File: config.mk
export PLATFORM = sky130hd
export DESIGN_NAME = lats_gain
export DESIGN_NICKNAME = d
export VERILOG_FILES = /design/src/hdl/lats_pkg.sv /design/src/hdl/lats_gain.sv
export SDC_FILE = /design/constraint.sdc
export NUM_CORES = 2
export LEC_CHECK = 0
export BUFFER_PORTS_ARGS = -buffer_cell sky130_fd_sc_hd__buf_2
export CORE_MARGIN = 2
export CORE_UTILIZATION = 40
export CTS_CLUSTER_DIAMETER = 50
export DETAILED_ROUTE_END_ITERATION = 7
export GPL_TIMING_DRIVEN = 0
export HOLD_SLACK_MARGIN = 0.05
export PLACE_DENSITY = 0.63
export SETUP_SLACK_MARGIN = 0.3
export SYNTH_ARGS = -nofsm -noshare
export SYNTH_HDL_FRONTEND = slang
export SYNTH_SLANG_ARGS = --single-unit
File: constraint.sdc
create_clock -name clk -period 9.6 [get_ports clk]
set_input_delay 0.96 -clock clk [delete_from_list [all_inputs] [get_ports clk]]
set_output_delay 0.96 -clock clk [all_outputs]
set_load 0.05 [all_outputs]
File: src/hdl/lats_pkg.sv
// ----------------------------------------------------------------------------
// lats_pkg
// Shared types, constants and helper functions of the look-at to spherical
// converter.
// ----------------------------------------------------------------------------
package lats_pkg;

  localparam int DW        = 62;   // CORDIC datapath width, signed
  localparam int ZW        = 35;   // angle accumulator width, signed Q.30
  localparam int DIFF_W    = 33;   // exact coordinate difference
  localparam int GUARD_BITS = 24;
  localparam int ACC_BITS  = 30;
  localparam int YAW_W     = 19;
  localparam int PITCH_W   = 18;
  localparam int DIST_W    = 33;
  localparam int LIMIT_W   = 17;

  typedef logic signed [DW-1:0]     dp_t;
  typedef logic signed [ZW-1:0]     ang_t;
  typedef logic signed [DIFF_W-1:0] diff_t;

  typedef enum logic [1:0] {
    ST_OK       = 2'd0,
    ST_SAME     = 2'd1,
    ST_POLE     = 2'd2,
    ST_RESERVED = 2'd3
  } status_t;

  localparam logic [29:0]        INV_GAIN    = 30'd652032874;
  localparam ang_t               PI_Q30      = ang_t'(64'sd3373259426);
  localparam ang_t               HALF_PI_Q30 = ang_t'(64'sd1686629713);
  localparam logic [LIMIT_W-1:0] POLE_RESET  = 17'd102933;
  localparam logic [DIST_W-1:0]  DIST_MAX    = {DIST_W{1'b1}};

  // atan(2^-i) in Q2.30, truncated.
  localparam longint ATAN_TAB [0:31] = '{
    843314856, 497837829, 263043836, 133525158,
    67021686, 33543515, 16775850, 8388437,
    4194282, 2097149, 1048575, 524287,
    262143, 131071, 65535, 32767,
    16383, 8191, 4095, 2047,
    1023, 511, 255, 127,
    63, 31, 15, 7,
    3, 1, 0, 0
  };

  // Saturates a Q.30 angle to +-lim, then rounds to (30 - sh) fraction bits,
  // half away from zero.
  function automatic ang_t angle_round(input ang_t z, input ang_t lim,
                                       input int unsigned sh);
    ang_t zs;
    ang_t half;
    ang_t m;
    half = ang_t'(1) <<< (sh - 1);
    if (z > lim) zs = lim;
    else if (z < -lim) zs = -lim;
    else zs = z;
    if (!zs[ZW-1]) return (zs + half) >>> sh;
    m = (-zs + half) >>> sh;
    return -m;
  endfunction

endpackage

File: src/hdl/lats_gain.sv
// ----------------------------------------------------------------------------
// lats_gain
// Two-stage CORDIC gain correction: round(a * INV_GAIN / 2^30), half up,
// built from two narrow partial products.
// ----------------------------------------------------------------------------
module lats_gain import lats_pkg::*; #(
  parameter int SIDE_W = 1
) (
  input  logic              clk,
  input  logic              rst_n,
  input  logic              valid_i,
  input  logic [DW-1:0]     a_i,
  input  logic [SIDE_W-1:0] side_i,
  output logic              valid_o,
  output logic [DW-1:0]     gf_o,
  output logic [SIDE_W-1:0] side_o
);

  localparam int HI_W = DW - ACC_BITS;

  logic              v1_r, v2_r;
  logic [DW-1:0]     p_hi_r, p_hi_nxt;
  logic [DW-1:0]     p_lo_r, p_lo_nxt;
  logic [DW-1:0]     gf_r, gf_nxt;
  logic [SIDE_W-1:0] s1_r, s2_r;
  logic [HI_W-1:0]   hi;
  logic [ACC_BITS-1:0] lo;

  assign hi = a_i[DW-1:ACC_BITS];
  assign lo = a_i[ACC_BITS-1:0];

  always_comb begin
    p_hi_nxt = DW'(hi) * DW'(INV_GAIN);
    p_lo_nxt = DW'(lo) * DW'(INV_GAIN) + (DW'(1) << (ACC_BITS - 1));
    gf_nxt   = p_hi_r + (p_lo_r >> ACC_BITS);
  end

  always_ff @(posedge clk) begin
    if (!rst_n) begin
      v1_r <= 1'b0;
      v2_r <= 1'b0;
    end else begin
      v1_r <= valid_i;
      v2_r <= v1_r;
    end
    p_hi_r <= p_hi_nxt;
    p_lo_r <= p_lo_nxt;
    s1_r   <= side_i;
    gf_r   <= gf_nxt;
    s2_r   <= s1_r;
  end

  assign valid_o = v2_r;
  assign gf_o    = gf_r;
  assign side_o  = s2_r;

endmodule

* After elaboration in Yosys (flattened, before gate mapping)
Cells that the tools add are included.
** Operators by class
- Divide/modulo/power cells :: 0
- Mux-type cells :: 0
- Eq/ne operators :: 0
- Bitwise gates (word level) :: 0
- Multiply operators :: 2
- $add $sub $neg :: 2
- Shift-type cells :: 0
- Magnitude comparators :: 0
- Reduce and logical (&&, ||, !) cells :: 0
** Operators by type and width (number)
- 62-bit by 31-bit adder with 62-bit output :: 1
- 60-bit by 30-bit adder with 61-bit output (second input constant) :: 1
- 32-bit by 29-bit multiplier with 61-bit output (second input constant) :: 1
- 30-bit by 29-bit multiplier with 59-bit output (second input constant) :: 1
** Storage, ports and cells
- Word-level logic and storage cells :: 11
- Bits in read-only memories :: 0
- Memories kept :: 0
- Bits in latches :: 0
- Input bits :: 66
- Register bits after elaboration :: 188
- Output and inout bits :: 64
- Bits in writable memories :: 0

* Depth between registers and ports, before layout
- Depth after elaboration :: 2
- Mapped depth :: 29
- Gate-level depth less buffers :: 28

* Worst setup path before layout
OpenSTA, ideal clock, no wires.
- Path kind :: input to register
- Start point :: in a_i[8]
- End point :: reg p_lo_r[59]
- Required time :: 9.476 ns
- Arrival time :: 7.949 ns
- Stages on the path :: 27
- Buffers on the path :: 0
- Library setup time :: 0.124 ns
- Slack :: 1.527 ns
- Cell sequence :: inv_1 -> fa_1 -> fa_1 -> inv_1 -> fa_1 -> inv_1 -> fa_1 -> inv_1 -> fa_1 -> fa_1 -> fa_1 -> inv_1 -> fa_1 -> inv_1 -> ha_1 -> a21o_1 -> a21o_1 -> a221o_1 -> o21ai_0 -> and2_1 -> ha_1 -> inv_1 -> nor4_2 -> nand4_1 -> o32a_1 -> a31oi_1 -> nand3_1
** Between the ends
- Word-level cells in the longest chain between the ends :: 2
** Ends and longest elaborated chain
- start, declared :: RTL line lats_gain.sv:12 : input logic [DW-1:0] a_i,
- 30-bit by 29-bit multiplier with 59-bit output :: RTL line lats_gain.sv:34 : p_lo_nxt = DW'(lo) * DW'(INV_GAIN) + (DW'(1) << (ACC_BITS - 1));
- 60-bit by 30-bit adder with 61-bit output :: RTL line lats_gain.sv:34
- named net p_lo_nxt[59] :: RTL line lats_gain.sv:23 : logic [DW-1:0] p_lo_r, p_lo_nxt;
- end signal, assigned :: RTL line lats_gain.sv:47 : p_lo_r <= p_lo_nxt;
- end, declared :: RTL line lats_gain.sv:23
The timed path passes the listed nets, and every way through them passes these cells.
A chain may end at the register's enable or synchronous reset.

* Worst setup path in the final report
- Start point :: in a_i[9]
- End point :: reg p_lo_r[53]
Same word-level chain as after synthesis.

==> flow_summary_export.csv <==
group,metric,value,unit
sta,drv_slew,0,
synth,synth_top_area_share,0.4221,
global_route,met2_usage,0.3404,
floorplan,dieArea,107400,sq um
synth,async_flop_share,0,
worst_setup_path,critical-path-top-delay-family,"adder cells",
worst_setup_path,cp_num_buf_inv,6,
routing,drtIter0Drc,1454,
sta,finClkSkew,0.03376,ns
run_status,outcome,"finished clean",
job,drv_cap,0,
cells_and_area,n_antenna_cell,0,
worst_hold_path,hold_path_end,"side_o",
sta,max_slew.worst_pin.slew,0.8795,ns
worst_setup_path,critPathSlowestCell,"fa_1",
global_route,met3_usage,0.03370,
synth,yosys_warnings,0,
worst_setup_path,worst_ep_arrival_time,9.27,ns
worst_hold_path,hold_start,"s1_r",
sta,rsz0062_at_grt,"no",
floorplan,ios,130,
clocking,cts_buffers,25,
synth,yosysSeqAreaShare,0.07544,
floorplan,coreArea,103800,sq um
place,dp_hpwl,94.09,mm
clocking,clock_sink_count,158,
clocking,clkTransAtPathRegs,0.06,ns
place,portBuffers,129,
clocking,cts_tree,"done",
place,place_inst,5685,
global_route,grt_start_max_net_pins,19,
worst_setup_path,r2r_end,"gf_o[61]",
sta,hold_violations,0,
routing,drt-total-wl,103.7,mm
synth,synth_top_cell_by_area,"fa_1",
sta,tns,0,ns
synth,syn_inst,4176,
cells_and_area,final_cell_mix,"inv_1, fa_1, ha_1",
synth,syn_nets,5853,
synth,ys_ff_latch,158,
floorplan,die_y,327.8,um
worst_setup_path,cp_common_cell,"fa_1",
routing,num_vias,28310,
synth,synth_edf_count,0,
worst_setup_path,endpoint_kind,"register",
worst_setup_path,worstSetupPathType,"primary input to register",
clocking,clk_latency,0.50,ns
clocking,ctsRootBufferMaster,"clkbuf_16",
global_route,grt_antenna_before_repair,1,
cells_and_area,drive_above_1_share,0.05071,
cells_and_area,final_common_cell,"inv_1",
clocking,cts_max_path_buffers,3,
global_route,grt_pass1_vias,30710,
floorplan,die-width,327.8,um
synth,netlist_area,41930,sq um
synth,synth_top_cells_by_area,"fa_1, ha_1, inv_1",
routing,routedWlPerCell,18.13,um
place,routabilityCongestion,0.9169,
sta,min_period_over_period,0.9272,
cells_and_area,final_nets,6009,
sta,fmax,112.3,MHz
cells_and_area,area_growth,7.404,%
cells_and_area,finalNonFillerCells,5718,
clocking,cts_setup_buffers,0,
global_route,use_met1,0.2786,
worst_hold_path,whs_path_depth,0,
sta,slew_headroom,0.4060,
global_route,grt.busiest_layer,"met2",
place,dpl-instance-area,44300,sq um
synth,ys_types,90,
sta,setup_viol,0,
worst_setup_path,rr_startpoint,"p_lo_r[31]",
worst_hold_path,hp-class,"register to register",
worst_setup_path,cp_slowest_stage_delay,0.63,ns
global_route,grt_overflow,0,
worst_setup_path,regToRegSetupSlack,5.51,ns
synth,ys.flop_type,"dfxtp_1",
worst_setup_path,cp_data_required_time,9.97,ns
clocking,h-tree-depth,4,
sta,layout_min_cycle_time,8.901,ns
routing,avgViaCountPerCell,4.951,
worst_setup_path,r2r_cells,15,
worst_setup_path,crit_path_start_kind,"primary input",
routing,antenna_left,0,
floorplan,row_count,118,
routing,drc,0,
routing,drt_pass1_iterations,6,
synth,avgSynthCellArea,10.04,sq um
floorplan,initial_core_util,0.4039,
cells_and_area,postLayoutCellArea,45030,sq um
global_route,gr-usage-all-layers,0.2031,
global_route,grt_pass1_wl,168.3,mm
cells_and_area,nFillCells,10080,
worst_setup_path,cp_max_fo,8,
==> state kept, by name, indices dropped and copies added, names as in the netlist <==
register	cells
v1_r	1
side_o	1
valid_o	1
s1_r	1
gf_o	62
p_lo_r	31
p_hi_r	61
==> cell type report <==
type	count	area (sq um)	share of cell area
buffer	31	131.4	0.002917
clock buffer	29	660.6	0.01467
clock inverter	4	51.30	0.001139
inverter	1266	4752	0.1055
multi-input combinational	2721	33900	0.7528
sequential	158	3163	0.07024
tap	1380	1727	0.03834
timing repair buffer	129	645.6	0.01434
==> timing repair <==
item,in CTS,in global routing
resized for setup,0,3
setup endpoints to repair,0,10
hold buffers,0,0
hold endpoints to repair,0,0
==> kinds of logic after synthesis <==
logic type	synth area share
mux	0.002149
xor+xnor	0.03113
fa+ha+maj	0.6391
compound gates	0.07326
buf+inv	0.1165
flops	0.07544
simple gates	0.06249
==> per-layer routing <==
layer	vias to the layer above	part of all wire
met5	-	0
met4	0	0.020
met3	115	0.054
met2	604	0.48
met1	14280	0.45
li1	13310	-
==> cell usage after synthesis (17+ instances only) <==
master    number
nand3_1       50
o21ai_0       82
nand2_1      115
nor2b_1       17
xor2_1        61
ha_1         727
inv_1       1265
xnor2_1       88
nor2_1        96
a21o_1        64
o211ai_1      17
o21bai_1      19
and3_1        24
clkbuf_1      21
nor3_1        26
and2_1        25
nand2b_1      18
a21oi_1      142
fa_1         884
dfxtp_1      158
nand4_1       31
==> worst max path at each step <==
| stage | startpoint | to | slack [ns] | cells past startpoint |
|---|---|---|---|---|
| 6_report | a_i[9] | p_lo_r[53] | 0.70 | 26 |
| 5_1_grt | a_i[12] | p_lo_r[57] | 0.32 | 26 |
| 4_1_cts | a_i[8] | p_lo_r[53] | 0.54 | 27 |
| 3_5_place_dp | a_i[8] | p_lo_r[53] | 0.05 | 27 |
| 3_3_place_gp | a_i[8] | p_lo_r[53] | 0.05 | 27 |
| 2_1_floorplan | a_i[8] | p_lo_r[59] | 1.53 | 27 |
==> per-stage QoR <==
step / setup WS, ns / hold WS [ns] / util
finish: 0.6990 / 0.3305 / 0.4339
global route: 0.3223 / 0.3492 / 0.4339
CTS: 0.5370 / 0.3357 / 0.4337
detailed placement: 0.05332 / 0.3198 / 0.4268
global placement: 0.04822 / 0.3128 / 0.4268
floorplan: 1.527 / 0.3096 / -
Power is not shown: default switching activity piles up to over one toggle a cycle in this logic, so the estimate is an artifact.
