<file path="src/hdl/lats_pkg.sv">
// ----------------------------------------------------------------------------
// lats_pkg
// Shared types, constants and helper functions of the look-at to spherical
// converter.
// ----------------------------------------------------------------------------
package lats_pkg;

  localparam int DW        = 62;   // CORDIC datapath width, signed
  localparam int ZW        = 35;   // angle accumulator width, signed Q.30
  localparam int DIFF_W    = 33;   // exact coordinate difference
  localparam int GUARD_BITS = 24;
  localparam int ACC_BITS  = 30;
  localparam int YAW_W     = 19;
  localparam int PITCH_W   = 18;
  localparam int DIST_W    = 33;
  localparam int LIMIT_W   = 17;

  typedef logic signed [DW-1:0]     dp_t;
  typedef logic signed [ZW-1:0]     ang_t;
  typedef logic signed [DIFF_W-1:0] diff_t;

  typedef enum logic [1:0] {
    ST_OK       = 2'd0,
    ST_SAME     = 2'd1,
    ST_POLE     = 2'd2,
    ST_RESERVED = 2'd3
  } status_t;

  localparam logic [29:0]        INV_GAIN    = 30'd652032874;
  localparam ang_t               PI_Q30      = ang_t'(64'sd3373259426);
  localparam ang_t               HALF_PI_Q30 = ang_t'(64'sd1686629713);
  localparam logic [LIMIT_W-1:0] POLE_RESET  = 17'd102933;
  localparam logic [DIST_W-1:0]  DIST_MAX    = {DIST_W{1'b1}};

  // atan(2^-i) in Q2.30, truncated.
  localparam longint ATAN_TAB [0:31] = '{
    843314856, 497837829, 263043836, 133525158,
    67021686, 33543515, 16775850, 8388437,
    4194282, 2097149, 1048575, 524287,
    262143, 131071, 65535, 32767,
    16383, 8191, 4095, 2047,
    1023, 511, 255, 127,
    63, 31, 15, 7,
    3, 1, 0, 0
  };

  // Saturates a Q.30 angle to +-lim, then rounds to (30 - sh) fraction bits,
  // half away from zero.
  function automatic ang_t angle_round(input ang_t z, input ang_t lim,
                                       input int unsigned sh);
    ang_t zs;
    ang_t half;
    ang_t m;
    half = ang_t'(1) <<< (sh - 1);
    if (z > lim) zs = lim;
    else if (z < -lim) zs = -lim;
    else zs = z;
    if (!zs[ZW-1]) return (zs + half) >>> sh;
    m = (-zs + half) >>> sh;
    return -m;
  endfunction

endpackage

</file>
<file path="src/hdl/lats_cordic_stage.sv">
// ----------------------------------------------------------------------------
// lats_cordic_stage
// One registered CORDIC vectoring iteration with a side payload that
// travels alongside.
// ----------------------------------------------------------------------------
module lats_cordic_stage import lats_pkg::*; #(
  parameter int SHIFT  = 0,
  parameter int SIDE_W = 1
) (
  input  logic              clk,
  input  logic              rst_n,
  input  logic              valid_i,
  input  dp_t               x_i,
  input  dp_t               y_i,
  input  ang_t              z_i,
  input  logic [SIDE_W-1:0] side_i,
  output logic              valid_o,
  output dp_t               x_o,
  output dp_t               y_o,
  output ang_t              z_o,
  output logic [SIDE_W-1:0] side_o
);

  localparam ang_t STEP = ang_t'(ATAN_TAB[SHIFT]);

  logic              valid_r;
  dp_t               x_r, x_nxt;
  dp_t               y_r, y_nxt;
  ang_t              z_r, z_nxt;
  logic [SIDE_W-1:0] side_r;

  always_comb begin
    if (!y_i[DW-1]) begin
      x_nxt = x_i + (y_i >>> SHIFT);
      y_nxt = y_i - (x_i >>> SHIFT);
      z_nxt = z_i + STEP;
    end else begin
      x_nxt = x_i - (y_i >>> SHIFT);
      y_nxt = y_i + (x_i >>> SHIFT);
      z_nxt = z_i - STEP;
    end
  end

  always_ff @(posedge clk) begin
    if (!rst_n) valid_r <= 1'b0;
    else valid_r <= valid_i;
    x_r    <= x_nxt;
    y_r    <= y_nxt;
    z_r    <= z_nxt;
    side_r <= side_i;
  end

  assign valid_o = valid_r;
  assign x_o     = x_r;
  assign y_o     = y_r;
  assign z_o     = z_r;
  assign side_o  = side_r;

endmodule

</file>
<file path="config.mk">
export PLATFORM = sky130hd
export DESIGN_NAME = lats_cordic_stage
export DESIGN_NICKNAME = d
export VERILOG_FILES = /design/src/hdl/lats_pkg.sv /design/src/hdl/lats_cordic_stage.sv
export SDC_FILE = /design/constraint.sdc
export NUM_CORES = 1
export LEC_CHECK = 0
export BUFFER_PORTS_ARGS = -buffer_cell sky130_fd_sc_hd__clkbuf_2
export CAP_MARGIN = 25
export CORE_MARGIN = 2
export CORE_UTILIZATION = 35
export CTS_CLUSTER_SIZE = 12
export DETAILED_ROUTE_END_ITERATION = 7
export GPL_TIMING_DRIVEN = 0
export SETUP_SLACK_MARGIN = 0.3
export SYNTH_ARGS = -nofsm -noshare
export SYNTH_HDL_FRONTEND = slang
export SYNTH_SLANG_ARGS = --single-unit
</file>
<file path="constraint.sdc">
create_clock -name clk -period 10.8 [get_ports clk]
set_input_delay 1.62 -clock clk [delete_from_list [all_inputs] [get_ports clk]]
set_output_delay 1.62 -clock clk [all_outputs]
set_load 0.1 [all_outputs]
</file>
# Word level (Yosys, flattened, before mapping)
# Index checks and enable logic that the tools add are counted.
# W data, S select, Z words.
[classes]
addsub = 5
n_mux = 3
[ops]
columns = ["op", "n"]
rows = [
  ["$mux W62", 2],
  ["$sub A62 B62 Y62", 2],
  ["$add A62 B62 Y62", 1],
  ["$add A35 B31 Y35 const B", 1],
  ["$mux W35", 1],
  ["$sub A35 B31 Y35 const B", 1],
]
[word_totals]
regBits = 161
input_bits = 163
output_inout_bits = 161
elab_cells = 13

# Longest topological paths before layout
# Gate-level depths: netlist (run 1).
[depth]
word_depth = 2
mapped_depth = 16
mapped_depth_nobuf = 14

# Least setup slack after synthesis (run 1)
# OpenSTA, ideal clock, no wires.
[synth_path]
kind = "input to register"
from = "input y_i[61]"
to = "register z_r[33], in the netlist z_o[33]"
setup_ps = 127
arrival_ps = 5177
t_required_ps = 10673
slack_ps = 5497
path_stages = 16
n_path_buf = 3
path_cell_list = "clkbuf_1 clkinv_1 clkbuf_1 buf_1 ha_1 nor2b_1 o21ai_0 nand2b_1 a31oi_1 o211a_1 nor2_1 a21o_1 a2111o_1 a31oi_1 o21ai_0 xor2_1"
[synth_via]
elab_chain_cells = 1
[synth_rtl]
columns = ["element", "line", "source"]
rows = [
  ["start, declared", "lats_cordic_stage.sv:14", "input dp_t y_i,"],
  ["$mux W35", "lats_cordic_stage.sv:33", "if (!y_i[DW-1]) begin"],
  ["net z_nxt[33]", "lats_cordic_stage.sv:29", "ang_t z_r, z_nxt;"],
  ["end signal, assigned", "lats_cordic_stage.sv:49", "z_r <= z_nxt;"],
  ["end, declared", "lats_cordic_stage.sv:29", ""],
]
# The timed path passes the listed nets, and every way through them passes these cells.
# A chain may end at the register's enable or synchronous reset.

# Final worst setup path (run 1)
# Same ends and word-level chain as after synthesis.

==> out/qor.txt, run 1 <==
post-route minimum period - 6520 ps
most numerous cell in the Yosys netlist - a21oi_1
Clk pwr share - 17.2%
CTS Buffer Depth - 2
fraction of registers with async set/reset - 0%
syn_area_per_cell - 7.42 um^2
Final ANT Viol Nets - 0
RSZ-0062 raised after global routing - false
Die Span Y - 221 um
residual DRC count - 0
final setup fails - 0
global-route wire length before repair - 111000 um
classification of the worst setup path - input pin to register
Worst Setup Slack, final - 4280 ps
Yosys warning count - 0
Design Area, Final - 0.0196 mm^2
GRT met1 Usage - 37.3%
Total Power - 3.52 mW
pre-CTS setup slack - 3850 ps
io pins - 324
fill cell count - 4985
met3 global-route usage - 5.87%
Via Count - 18400
post-synthesis sequential area ratio - 19.4%
Cell Count Post-Placement - 3161
peak supply drop - 0.200 mV
largest area contributor in the netlist - dfxtp_1
final cell count without fillers - 3194
Peak Freq - 0.153 GHz
setup bufs post-CTS - 0
final hold violations - 0
Lkg Pwr - 9.08 nW
Post-Syn Instances - 2226
Port Buffers - 323
Hold WS - 1230 ps
crit path DAT - 6890 ps
CTS buffer count - 17
run status - completed
global route overflow - 0
Min-Delay Path Class - input pin to register
initial antenna violation count - 2
largest cells by area after synthesis - dfxtp_1 (19%), ha_1 (16%), a21oi_1 (9.7%)
total negative setup slack - 0 ps
die area - 0.0490 mm^2
critical path fanouts, max - 24
hold buffers post-CTS - 0
Cell variety after synth - 84
cell internal pwr - 1.48 mW
post-synth top area share - 19.4%
Main synth FF type - dfxtp_1
Max-cap violations - 0
Synth Cell Area - 0.0165 mm^2
most used routing layer - met2
placed cell area - 0.0190 mm^2
EDFF count, synth - 0
Initial Util - 35.5%
Sw Ratio - 57.9%
NetSw - 2.04 mW
CTS tree - built
Tightest Pin Transition - 1190 ps
number of H-tree levels - 4
Crit. End Element - register
Req. time, crit path - 11170 ps
share of cells above drive strength 1 - 16.1%
post-DP HPWL - 61300 um
top post-synthesis cells by count - a21oi_1 (320), ha_1 (213), inv_1 (197)
clock transition at the registers of the reported paths - 60 ps
Comb power frac - 60.7%
Core ar. - 0.0466 mm^2
pin count of the biggest net entering global routing - 25
RD Place Congestion - 1.02
vias in the first global route - 18200
flops & latches, synth - 160
Detailed Routing Iterations Pass 1 - 7
Slew Limit Fails - 0
Placement Rows - 79
chip width - 221 um
met2 Track Usage GR - 48.1%
Overall Global Routing Usage - 29.6%
Util after Layout - 42.0%
Synthesized Nets - 2606
WL per Instance - 23.3 um
Final nets - 2954
DRT Wirelength - 74600 um
clock tree sinks - 160
initial DRC count - 1888
post-cts sizing count - 0
relative slew slack - 20.9%
Flop pwr share - 22.1%
Worst setup SP type - input pin
Via-to-Cell Ratio - 5.77
P&R area growth vs syn - 18.4%
clk root buf - clkbuf_16
PwrDens - 180 mW/mm^2
fin crit share - 60.4%
==> state kept, by name, summed over array words and instances (netlist names) <==
register	count
side_o	1
valid_o	1
x_o	61
y_o	62
z_o	35
==> area by class of cell <==
cell class,count,area (um^2),area share (%)
flip-flops and latches,160,3200,16.4
clock inverters,9,101,0.518
multi-input cells,1767,12100,62.1
plain buffers,96,408,2.09
clock buffers,21,460,2.35
repair buffers,329,1710,8.72
well taps,607,759,3.88
inverters,203,762,3.90
diodes,2,5.00,0.0256
==> per-layer routing <==
| layer | wire length (um) | part of all wire [%] |
|---|---|---|
| met5 | 0 | 0 |
| met4 | 3570 | 4.8 |
| met3 | 5790 | 7.8 |
| met1 | 31400 | 42 |
| met2 | 33800 | 45 |
==> worst max-delay path, stage by stage <==
cell      delay, ps
clkbuf_2        320
clkbuf_1        310
clkinv_1        240
clkbuf_1        700
buf_2           770
ha_1            390
nor2b_1         140
o21ai_0         140
nand2b_1        110
a31oi_1         450
o211a_1         240
nor2_1           80
a21o_1          230
a2111o_1        430
a31oi_1         320
o21ai_0         180
xor2_1          170
==> power groups by stage <==
| stage | clock, mW | combinational, mW | sequential (mW) |
|---|---|---|---|
| 2_1_floorplan | 0 | 0.632 | 1.79 |
| 3_5_place_dp | 0 | 2.11 | 0.791 |
| 3_3_place_gp | 0 | 2.11 | 0.789 |
| 4_1_cts | 0.627 | 2.12 | 0.779 |
| 6_report | 0.607 | 2.14 | 0.777 |
| 5_1_grt | 0.651 | 2.23 | 0.788 |
==> cell usage in the layout (no fill, tap or decap), types with 24 or more instances in the layout <==
master,count
o31ai_1,30
ha_1,213
nand2_1,130
dfxtp_1,160
nand2b_1,27
mux2i_1,25
a211oi_1,24
o21a_1,25
nand4_1,40
a21o_1,61
clkbuf_1,70
a21oi_1,320
o21ai_0,157
o21bai_1,61
nand3_1,35
nor3_1,50
xnor2_1,126
inv_1,197
nor2_1,172
clkbuf_2,323
==> kinds of logic after synthesis <==
kind of cell | share of synthesized area, %
AND/OR/NAND/NOR | 16.3
multiplexers | 1.58
AO/OA/AOI/OAI | 31.3
flip-flops | 19.4
XOR/XNOR | 7.74
buffers and inverters | 7.07
adder cells (fa/ha/maj) | 16.6
==> worst paths after layout <==
kind	startpoint	end	slack [ps]	cells after the start
hold / removal	side_i	side_o	1230	1
setup / recovery	y_i[61]	z_o[33]	4280	17
No activity file was read; power rests on OpenSTA's default activity.
==> run 2, diff against run 1 <==
Settings changed: ABC_AREA from default to 1.
Clock period 10.8 ns to 6.4 ns, I/O delays scaled along.
==> out/qor.txt, run 2 <==
EDFF count, synth - 0 (unchanged)
run status - completed (unchanged)
Total Power - 5.96 mW (was 3.52 mW)
Cell variety after synth - 46 (was 84)
Flop pwr share - 20.8% (was 22.1%)
fin crit share - 67.9%
Initial Util - 35.3% (was 35.5%)
Cell Chain, Critical Path - clkbuf_2, clkbuf_1, inv_1, clkbuf_1, buf_2, fa_1, o21ai_2, a21oi_1, o21bai_1, nand2_1, nand2_1, nand3_1, nand3_1, nand2_1 (was clkbuf_2, clkbuf_1, clkinv_1, clkbuf_1, buf_2, ha_1, nor2b_1, o21ai_0, nand2b_1, a31oi_1, o211a_1, nor2_1, a21o_1, a2111o_1, a31oi_1, o21ai_0, xor2_1)
clock tree sinks - 160 (unchanged)
residual DRC count - 0 (unchanged)
RSZ-0062 raised after global routing - false (unchanged)
die area - 0.0641 mm^2 (was 0.0490 mm^2)
DRT Wirelength - 103000 um (was 74600 um)
Hold WS - 550 ps (was 1230 ps)
commonest non-fill, non-tap cells in the layout - nand2_1 (1393), inv_1 (789), clkbuf_2 (323) (was clkbuf_2 (323), a21oi_1 (320), ha_1 (213))
global-route wire length before repair - 150000 um (was 111000 um)
share of cells above drive strength 1 - 11.8% (was 16.1%)
Min-Delay Path Class - input pin to register (unchanged)
Worst setup SP type - input pin (unchanged)
number of H-tree levels - 4 (unchanged)
post-synth top area share - 24.1% (was 19.4%)
cell internal pwr - 2.41 mW (was 1.48 mW)
Sw Ratio - 59.5% (was 57.9%)
CTS buffer count - 17 (unchanged)
Slew Limit Fails - 0 (unchanged)
P&R area growth vs syn - 15.1% (was 18.4%)
Worst path slowest cell - fa_1 (was buf_2)
top post-synthesis cells by count - nand2_1 (1393), inv_1 (789), nand3_1 (316) (was a21oi_1 (320), ha_1 (213), inv_1 (197))
hold buffers post-CTS - 0 (unchanged)
max FFs per register - 62 (unchanged)
post-cts sizing count - 0 (unchanged)
clock transition at the registers of the reported paths - 70 ps (was 60 ps)
Synthesized Nets - 4360 (was 2606)
commonest non-fill, non-tap cell in the layout - nand2_1 (was clkbuf_2)
fraction of registers with async set/reset - 0% (unchanged)
largest cells by area after synthesis - nand2_1 (24%), dfxtp_1 (15%), inv_1 (14%) (was dfxtp_1 (19%), ha_1 (16%), a21oi_1 (9.7%))
initial antenna violation count - 0 (was 2)
Detailed Routing Iterations Pass 1 - 6 (was 7)
Synth Cell Area - 0.0217 mm^2 (was 0.0165 mm^2)
NetSw - 3.55 mW (was 2.04 mW)
chip width - 253 um (was 221 um)
total negative setup slack - 0 ps (unchanged)
syn_area_per_cell - 5.46 um^2 (was 7.42 um^2)
setup bufs post-CTS - 0 (unchanged)
CTS Buffer Depth - 2 (unchanged)
CP peak stage delay - 590 ps (was 770 ps)
PwrDens - 238 mW/mm^2 (was 180 mW/mm^2)
Tightest Pin Transition - 1240 ps (was 1190 ps)
most numerous cell in the Yosys netlist - nand2_1 (was a21oi_1)
global route overflow - 0 (unchanged)
Yosys warning count - 0 (unchanged)
Final nets - 4705 (was 2954)
Via Count - 26500 (was 18400)
largest area contributor in the netlist - nand2_1 (was dfxtp_1)
Via-to-Cell Ratio - 5.13 (was 5.77)
Lkg Pwr - 14.8 nW (was 9.08 nW)
Peak Freq - 0.230 GHz
Comb power frac - 61.6% (was 60.7%)
crit path DAT - 4730 ps (was 6890 ps)
Clk pwr share - 17.6% (was 17.2%)
Overall Global Routing Usage - 31.7% (was 29.6%)
Die Span Y - 253 um (was 221 um)
delay-heaviest family, CP - buffers and inverters (unchanged)
Crit. End Element - register (unchanged)
Main synth FF type - dfxtp_1 (unchanged)
classification of the worst setup path - input pin to register (unchanged)
peak supply drop - 0.221 mV (was 0.200 mV)
pin count of the biggest net entering global routing - 25 (unchanged)
Req. time, crit path - 6780 ps (was 11170 ps)
Final ANT Viol Nets - 0 (unchanged)
final hold violations - 0 (unchanged)
WL per Instance - 20.0 um (was 23.3 um)
critical path fanouts, max - 24 (unchanged)
RD Place Congestion - 1.03 (was 1.02)
initial DRC count - 2667 (was 1888)
CTS tree - built (unchanged)
Placement Rows - 91 (was 79)
WP buf/inv - 5 (unchanged)
post-route minimum period - 4350 ps
vias in the first global route - 24700 (was 18200)
clk root buf - clkbuf_16 (unchanged)
most used cell, CP - nand2_1
flops & latches, synth - 160 (unchanged)
final setup fails - 0 (unchanged)
Port Buffers - 323 (unchanged)
Core ar. - 0.0616 mm^2 (was 0.0466 mm^2)
io pins - 324 (unchanged)
relative slew slack - 17.6% (was 20.9%)
Max-cap violations - 0 (unchanged)
post-DP HPWL - 88900 um (was 61300 um)
post-synthesis sequential area ratio - 14.7% (was 19.4%)
Post-Syn Instances - 3980 (was 2226)
==> run 2: power groups by stage <==
stage | logic (mW) | registers (mW) | clock network, mW
3_3_place_gp | 3.60 | 1.26 | 0
5_1_grt | 3.87 | 1.26 | 1.11
3_5_place_dp | 3.60 | 1.26 | 0
6_report | 3.67 | 1.24 | 1.05
2_1_floorplan | 1.27 | 2.64 | 0
4_1_cts | 3.61 | 1.24 | 1.08
==> run 2: layout make-up <==
type / instances / area (um^2)
Clock inverter: 14 / 141
Fill cell: 7079 / 36600
Tap cell: 837 / 1050
Timing Repair Buffer: 326 / 1660
Antenna cell: 2 / 5.00
Inverter: 806 / 3030
Sequential cell: 160 / 3200
Multi-Input combinational cell: 2927 / 15000
Buffer: 87 / 527
Clock buffer: 18 / 429
==> run 2: metal layers <==
layer | global-route usage, % | routed length, um | part of all wire, % | vias to the layer above
met1 | 42.7 | 45100 | 44 | 12200
met2 | 50.3 | 44900 | 43 | 1264
met5 | 0 | 0 | 0 | -
met3 | 4.64 | 9100 | 8.8 | 186
met4 | 13.0 | 4270 | 4.1 | 0
li1 | - | - | - | 12900
==> run 2: cells by family (layout without fill, tap and decap cells) <==
logic type	after synthesis	after routing	synth area share [%]
AO/OA/AOI/OAI	508	508	12.7
XOR/XNOR	75	75	3.02
adder cells (fa/ha/maj)	217	217	12.6
buffers and inverters	893	1251	16.3
flip-flops	160	160	14.7
other	0	2	0
AND/OR/NAND/NOR	2127	2127	40.6
==> run 2: path summary, 6_finish.rpt <==
path / slack (ps) / end / cells after the start / start
max: 2050 / z_o[25] / 14 / y_i[61]
min: 550 / z_o[2] / 1 / z_i[2]
==> run 2: stage by stage <==
step,setup slack (ps),std cells,utilization [%],cell area [um^2]
2_1_floorplan,3050,3980,-,21700
3_3_place_gp,1550,5140,39.6,24400
3_5_place_dp,1570,5142,39.7,24400
4_1_cts,2080,5174,40.6,25000
5_1_grt,1790,5175,40.6,25000
6_report,2050,5177,40.6,25000
